### config.mk
export PLATFORM = sky130hd
export DESIGN_NAME = sorted_list_insert_delete
export DESIGN_NICKNAME = d
export VERILOG_FILES = /design/src/rtl/core/sli_pkg.sv /design/src/rtl/core/sorted_list_insert_delete.sv /design/src/rtl/core/sli_store.sv /design/src/rtl/core/sli_cmp.sv
export SDC_FILE = /design/constraint.sdc
export NUM_CORES = 1
export LEC_CHECK = 0
export ABC_AREA = 1
export ABC_CLOCK_PERIOD_IN_PS = 8600
export BUFFER_PORTS_ARGS = -buffer_cell sky130_fd_sc_hd__buf_2
export CORE_MARGIN = 1
export CORE_UTILIZATION = 45
export DETAILED_ROUTE_END_ITERATION = 8
export GPL_TIMING_DRIVEN = 0
export MAX_ROUTING_LAYER = met4
export REMOVE_ABC_BUFFERS = 1
export SYNTH_ARGS = -nofsm -noshare
export SYNTH_HDL_FRONTEND = slang
export SYNTH_SLANG_ARGS = --single-unit
### constraint.sdc
create_clock -name i_clk -period 8.6 [get_ports i_clk]
set_input_delay 0.86 -clock i_clk [delete_from_list [all_inputs] [get_ports i_clk]]
set_output_delay 0.86 -clock i_clk [all_outputs]
set_load 0.05 [all_outputs]
### src/rtl/core/sli_pkg.sv
// types and codes shared by the sorted list blocks
package sli_pkg;

    localparam int WORD_W = 32;

    typedef logic signed [WORD_W-1:0] t_word;

    // operation codes
    localparam logic OP_INSERT = 1'b0;
    localparam logic OP_DELETE = 1'b1;

    // status codes
    localparam logic [1:0] ST_DONE      = 2'd0;
    localparam logic [1:0] ST_NOT_FOUND = 2'd1;
    localparam logic [1:0] ST_FULL      = 2'd2;

    // result of the shared comparator
    typedef struct packed {
        logic lt;
        logic eq;
    } t_cmp;

endpackage

### src/rtl/core/sorted_list_insert_delete.sv
// sorted store of signed words with insert and delete under a small sequencer
//
//  channel   direction  handshake             payload
//  request   in         i_valid / o_stall     i_operation, i_value
//  result    out        o_valid / i_stall     o_status, o_rank, o_entry_count,
//                                             o_smallest, o_largest
//
// an item is handled step by step: each entry visited needs its own read and then a
// compare or a write, since the single read port of the entry memory serves every step;
// a delete from an empty store goes straight to the result.
// o_stall is high from the cycle after a request transfer until its result is
// registered; a result waiting on i_stall does not hold back the next request.
// reset (synchronous, active low) empties the store; entry contents need no clearing.
module sorted_list_insert_delete import sli_pkg::*; #(
    parameter int CAPACITY = 16
) (
    input  logic        i_clk,
    input  logic        i_rst_n,
    input  logic        i_valid,
    output logic        o_stall,
    input  logic        i_operation,
    input  t_word       i_value,
    output logic        o_valid,
    input  logic        i_stall,
    output logic [1:0]  o_status,
    output logic [3:0]  o_rank,
    output logic [4:0]  o_entry_count,
    output t_word       o_smallest,
    output t_word       o_largest
);

    localparam int IW = $clog2(CAPACITY);
    localparam int CW = $clog2(CAPACITY + 1);

    localparam logic [3:0] S_IDLE    = 4'd0;
    localparam logic [3:0] S_INS_RD  = 4'd1;
    localparam logic [3:0] S_INS_CMP = 4'd2;
    localparam logic [3:0] S_INS_PUT = 4'd3;
    localparam logic [3:0] S_DEL_RD  = 4'd4;
    localparam logic [3:0] S_DEL_CMP = 4'd5;
    localparam logic [3:0] S_SH_RD   = 4'd6;
    localparam logic [3:0] S_SH_WR   = 4'd7;
    localparam logic [3:0] S_MIN_RD  = 4'd8;
    localparam logic [3:0] S_MAX_RD  = 4'd9;
    localparam logic [3:0] S_FIN     = 4'd10;

    logic [3:0]    r_state, n_state;
    logic          r_op, n_op;
    t_word         r_value, n_value;
    logic [IW-1:0] r_idx, n_idx;
    logic [IW-1:0] r_rank, n_rank;
    logic [CW-1:0] r_count, n_count;
    logic [1:0]    r_status, n_status;
    t_word         r_small, n_small;

    logic          r_out_valid, n_out_valid;
    logic [1:0]    r_res_status, n_res_status;
    logic [3:0]    r_res_rank, n_res_rank;
    logic [4:0]    r_res_count, n_res_count;
    t_word         r_res_small, n_res_small;
    t_word         r_res_large, n_res_large;

    logic          wr_en;
    logic [IW-1:0] wr_addr;
    t_word         wr_data;
    logic          rd_en;
    logic [IW-1:0] rd_addr;
    t_word         rd_data;
    t_word         cmp_a;
    t_word         cmp_b;
    t_cmp          cmp;
    logic          last;
    logic [31:0]   rank_w;
    logic [31:0]   count_w;

    sli_store #(
        .DEPTH (CAPACITY),
        .AW    (IW)
    ) u_store (
        .i_clk     (i_clk),
        .i_wr_en   (wr_en),
        .i_wr_addr (wr_addr),
        .i_wr_data (wr_data),
        .i_rd_en   (rd_en),
        .i_rd_addr (rd_addr),
        .o_rd_data (rd_data)
    );

    // insert looks for value < entry, delete for entry < value
    assign cmp_a = (r_op == OP_INSERT) ? r_value : rd_data;
    assign cmp_b = (r_op == OP_INSERT) ? rd_data : r_value;

    sli_cmp u_cmp (
        .i_a   (cmp_a),
        .i_b   (cmp_b),
        .o_res (cmp)
    );

    assign last    = (CW'(r_idx) == (r_count - CW'(1)));
    assign rank_w  = 32'(r_rank);
    assign count_w = 32'(r_count);

    always_comb begin
        n_state      = r_state;
        n_op         = r_op;
        n_value      = r_value;
        n_idx        = r_idx;
        n_rank       = r_rank;
        n_count      = r_count;
        n_status     = r_status;
        n_small      = r_small;
        n_out_valid  = r_out_valid & i_stall;
        n_res_status = r_res_status;
        n_res_rank   = r_res_rank;
        n_res_count  = r_res_count;
        n_res_small  = r_res_small;
        n_res_large  = r_res_large;
        wr_en        = 1'b0;
        wr_addr      = r_idx;
        wr_data      = r_value;
        rd_en        = 1'b0;
        rd_addr      = r_idx;

        case (r_state)
            S_IDLE: begin
                if (i_valid) begin
                    n_op     = i_operation;
                    n_value  = i_value;
                    n_rank   = '0;
                    n_status = ST_DONE;
                    if (i_operation == OP_INSERT) begin
                        if (r_count == CW'(CAPACITY)) begin
                            n_status = ST_FULL;
                            n_state  = S_MIN_RD;
                        end else if (r_count == '0) begin
                            wr_en   = 1'b1;
                            wr_addr = '0;
                            wr_data = i_value;
                            n_count = CW'(1);
                            n_state = S_MIN_RD;
                        end else begin
                            // scan down from the top, moving larger entries up
                            n_idx   = IW'(r_count - CW'(1));
                            n_state = S_INS_RD;
                        end
                    end else begin
                        if (r_count == '0) begin
                            n_status = ST_NOT_FOUND;
                            n_state  = S_FIN;
                        end else begin
                            n_idx   = '0;
                            n_state = S_DEL_RD;
                        end
                    end
                end
            end
            S_INS_RD: begin
                rd_en   = 1'b1;
                n_state = S_INS_CMP;
            end
            S_INS_CMP: begin
                wr_en   = 1'b1;
                wr_addr = r_idx + IW'(1);
                if (cmp.lt) begin
                    wr_data = rd_data;
                    if (r_idx == '0) begin
                        n_state = S_INS_PUT;
                    end else begin
                        n_idx   = r_idx - IW'(1);
                        n_state = S_INS_RD;
                    end
                end else begin
                    // new value goes after all equal entries
                    wr_data = r_value;
                    n_rank  = r_idx + IW'(1);
                    n_count = r_count + CW'(1);
                    n_state = S_MIN_RD;
                end
            end
            S_INS_PUT: begin
                wr_en   = 1'b1;
                wr_addr = '0;
                wr_data = r_value;
                n_rank  = '0;
                n_count = r_count + CW'(1);
                n_state = S_MIN_RD;
            end
            S_DEL_RD: begin
                rd_en   = 1'b1;
                n_state = S_DEL_CMP;
            end
            S_DEL_CMP: begin
                if (cmp.lt) begin
                    if (last) begin
                        n_status = ST_NOT_FOUND;
                        n_state  = S_MIN_RD;
                    end else begin
                        n_idx   = r_idx + IW'(1);
                        n_state = S_DEL_RD;
                    end
                end else if (cmp.eq) begin
                    n_rank  = r_idx;
                    n_count = r_count - CW'(1);
                    if (!last) begin
                        n_state = S_SH_RD;
                    end else if (r_count == CW'(1)) begin
                        n_state = S_FIN;
                    end else begin
                        n_state = S_MIN_RD;
                    end
                end else begin
                    n_status = ST_NOT_FOUND;
                    n_state  = S_MIN_RD;
                end
            end
            S_SH_RD: begin
                rd_en   = 1'b1;
                rd_addr = r_idx + IW'(1);
                n_state = S_SH_WR;
            end
            S_SH_WR: begin
                // count already holds the reduced value here
                wr_en   = 1'b1;
                wr_addr = r_idx;
                wr_data = rd_data;
                if (last) begin
                    n_state = S_MIN_RD;
                end else begin
                    n_idx   = r_idx + IW'(1);
                    n_state = S_SH_RD;
                end
            end
            S_MIN_RD: begin
                rd_en   = 1'b1;
                rd_addr = '0;
                n_state = S_MAX_RD;
            end
            S_MAX_RD: begin
                n_small = rd_data;
                rd_en   = 1'b1;
                rd_addr = IW'(r_count - CW'(1));
                n_state = S_FIN;
            end
            S_FIN: begin
                if (!(r_out_valid && i_stall)) begin
                    n_out_valid  = 1'b1;
                    n_res_status = r_status;
                    n_res_rank   = (r_status == ST_DONE) ? rank_w[3:0] : 4'd0;
                    n_res_count  = count_w[4:0];
                    n_res_small  = (r_count == '0) ? '0 : r_small;
                    n_res_large  = (r_count == '0) ? '0 : rd_data;
                    n_state      = S_IDLE;
                end
            end
            default: begin
                n_state = S_IDLE;
            end
        endcase
    end

    always_ff @(posedge i_clk) begin
        if (!i_rst_n) begin
            r_state     <= S_IDLE;
            r_count     <= '0;
            r_out_valid <= 1'b0;
        end else begin
            r_state     <= n_state;
            r_count     <= n_count;
            r_out_valid <= n_out_valid;
        end
    end

    always_ff @(posedge i_clk) begin
        r_op         <= n_op;
        r_value      <= n_value;
        r_idx        <= n_idx;
        r_rank       <= n_rank;
        r_status     <= n_status;
        r_small      <= n_small;
        r_res_status <= n_res_status;
        r_res_rank   <= n_res_rank;
        r_res_count  <= n_res_count;
        r_res_small  <= n_res_small;
        r_res_large  <= n_res_large;
    end

    assign o_stall       = (r_state != S_IDLE);
    assign o_valid       = r_out_valid;
    assign o_status      = r_res_status;
    assign o_rank        = r_res_rank;
    assign o_entry_count = r_res_count;
    assign o_smallest    = r_res_small;
    assign o_largest     = r_res_large;

endmodule

### src/rtl/core/sli_store.sv
// entry memory: one write port, one registered read port
module sli_store import sli_pkg::*; #(
    parameter int DEPTH = 16,
    parameter int AW    = 4
) (
    input  logic          i_clk,
    input  logic          i_wr_en,
    input  logic [AW-1:0] i_wr_addr,
    input  t_word         i_wr_data,
    input  logic          i_rd_en,
    input  logic [AW-1:0] i_rd_addr,
    output t_word         o_rd_data
);

    t_word r_mem [DEPTH];
    t_word r_rd_data;

    always_ff @(posedge i_clk) begin
        if (i_wr_en) begin
            r_mem[i_wr_addr] <= i_wr_data;
        end
    end

    always_ff @(posedge i_clk) begin
        if (i_rd_en) begin
            r_rd_data <= r_mem[i_rd_addr];
        end
    end

    assign o_rd_data = r_rd_data;

endmodule

### src/rtl/core/sli_cmp.sv
// shared signed comparator used by every search step
module sli_cmp import sli_pkg::*; (
    input  t_word i_a,
    input  t_word i_b,
    output t_cmp  o_res
);

    always_comb begin
        o_res.lt = (i_a < i_b);
        o_res.eq = (i_a == i_b);
    end

endmodule

==> metrics <==
Switching Fraction=38.5%; clock buffer depth=3; Most used DFF post-synth=edfxtp_1; area occupied by multi-input gates=0.00710 mm^2; core area=0.0662 mm^2; ant diodes=0; clock power share=22.1%; total track usage=23.4%; post-synthesis async set-or-reset flop share=0%; global route overflow=0; Pint=0.00880 W; post-CTS setup buffers=0; YS warnings=0; Vias/cell=5.38; Max Freq=0.228 GHz; Die W=262 um; DR DRC count=0; worst slew pin tran=1190 ps; Die ar.=0.0685 mm^2; Leak=13.7 nW; crit path cell chain=inv_1 -> ha_1 -> nand2_1 -> inv_1 -> nand2_4 -> buf_16 -> nor3_2 -> a21oi_1 -> inv_1 -> o21ai_0 -> nand3_1 -> nor2_4 -> buf_12; Sequential cell area=0.0210 mm^2; Slew Viols, Final=0; Initial Utilization=45.8%; GP Congestion=0.868; antenna violations before repair=1; most frequent cells in the layout=edfxtp_1 (694), nand2_1 (534), inv_1 (449); Cells after Synth=2690; CTS root buf=clkbuf_16; final wirelength=77100 um; Num CTS Buffers=74; CP startpoint kind=register; vias=20064; final worst slack=4210 ps; FP Rows=94; CP Class=register to register; DRT iter0 DRCs=1908; most common cell after layout, fill and taps aside=edfxtp_1; outcome=finished clean; vias in the first global route=18529; logic gate share of total power=39.1%; Crit path largest cell delay=820 ps; fill count=5432; drt pass-1 iters=6; TritonCTS clock tree=yes; Detail Route Antenna Nets=0; Top cell by count, worst path=inv_1; Post-Syn Area=0.0303 mm^2; port buffer count=113; final setup fails=0; Hold Buf Count CTS=0; CTS resizes=0; kind of end point of the critical path=register; pwr dens=406 mW/mm^2; CP max-delay cell=nor2_4; Routed wire per std cell=20.7 um; Seq/Total Area, Yosys=69.3%; Mean Syn Cell Area=11.3 um^2; num ports=114; min Tclk post-route=4390 ps; fin crit share=51.0%; first-pass GRT wire length=114000 um; Fin Clk Skew=22.2 ps; Seq pwr share=38.7%; Worst Path Required=8900 ps; dpl hpwl=49800 um; NetSw=0.00551 W; clk sink count=704; maxcap violations=0; post-place setup slack=4300 ps; RSZ-0062 raised after global routing=false; Max rail drop VDD=0.230 mV; H-tree depth=3; Relative slew margins=20.4%; Area Growth Syn to Fin=16.0%; Skew-Pair Late Insertion Delay=620 ps; final core utilization=53.2%; die span in y=262 um; maximum number of pins on one net before global-route repair=62; share of cells above drive strength 1=11.5%; Crit path arrival time=4690 ps; distinct cell type count of the synthesized netlist=46; Worst-path clk slew=60 ps; worst hold path class=register to register; #FFs+latches synth=704; endpoints failing hold=0; Post-synth EDFFs=694; layout net count=2856; crit path max fanout=61
kinds of logic after synthesis:
logic type | share of synthesized area, %
AOI/OAI and AO/OA | 11.8
DFF | 69.3
and+or+nand+nor | 10.5
xor gates and xnor gates | 0.289
adders and majority gates | 0.247
buffers and inverters | 7.86
sequential cells by signal, indices dropped and copies added, names as in the netlist:
| register | cells |
|---|---|
| r_op | 1 |
| u_store.r_mem | 512 |
| o_entry_count | 5 |
| r_state | 4 |
| r_status | 2 |
| r_rank | 4 |
| o_valid | 1 |
| r_idx | 4 |
| o_status | 2 |
| o_rank | 4 |
| u_store.o_rd_data | 32 |
| r_value | 32 |
| o_smallest | 32 |
| r_small | 32 |
| o_largest | 32 |
| r_count | 5 |
synth_stat cells (4+ instances only):
library cell	count	area, um^2
buf_1	4	15.0
o211ai_1	103	773
edfxtp_1	694	20800
a21oi_1	108	541
or2_2	4	25.0
buf_6	7	78.8
o21ai_0	288	1440
o221ai_1	35	307
clkbuf_1	42	158
dfxtp_1	10	200
buf_2	64	320
nor3_1	8	40.0
nor2_1	116	435
nand3_1	100	500
o22ai_1	7	43.8
xor2_1	7	61.3
o311ai_0	6	52.6
nor2_2	6	37.5
o311ai_1	28	245
buf_4	11	82.6
inv_2	7	26.3
ha_1	6	75.1
nand2_1	535	2010
inv_1	451	1690
o21ai_1	11	55.1
per-stage QoR:
step	area (um^2)	std cells	hold WS [ps]	total power [W]	TNS [ps]
after floorplan	29700	2561	417	0.00897	0
after global placement	31300	3538	426	0.0108	-1648420
after detailed placement	32800	3601	431	0.0112	0
after CTS	35200	3731	418	0.0143	0
after global routing	35200	3731	428	0.0151	0
final	35200	3731	441	0.0143	0
layout make-up:
cell class | count | area share (%)
Tap cell | 864 | 3.07
Multi-Input combinational cell | 1398 | 20.2
Inverter | 459 | 4.90
Sequential cell | 704 | 59.8
Clock buffer | 95 | 5.69
Timing Repair Buffer | 176 | 5.35
Clock inverter | 35 | 1.06
layer usage:
metal	track usage, %	share of wire, %	wire [um]
met1	32.3	45	34700
met2	35.6	46	35300
met3	2.85	6.0	4660
met4	8.49	3.3	2530
met5	-	0	0
worst paths after layout:
kind / start / to / slack, ps / cells past startpoint
worst max register to register: r_count[0] / u_store.r_mem[11][20] / 4210 / 13
worst min register to register: r_status[0] / o_status[0] / 440 / 0
worst min-delay path: r_status[0] / o_status[0] / 440 / 0
worst max-delay path: r_count[0] / u_store.r_mem[11][20] / 4210 / 13
power by group through the flow:
stage	registers, W	logic, W	clock network [W]
floorplan	0.00550	0.00347	0
global placement	0.00563	0.00513	0
detailed placement	0.00560	0.00556	0
CTS	0.00553	0.00558	0.00323
global route	0.00558	0.00618	0.00334
finish	0.00554	0.00560	0.00317
worst max-delay path, delay by kind of cell, from the launching register on:
| kind | cells | cell delay [ps] |
|---|---|---|
| and+or+nand+nor | 5 | 1650 |
| buffers and inverters | 5 | 1020 |
| AOI/OAI and AO/OA | 2 | 550 |
| DFF | 1 | 520 |
| adders and majority gates | 1 | 270 |
(Power assumes the default switching activity.)
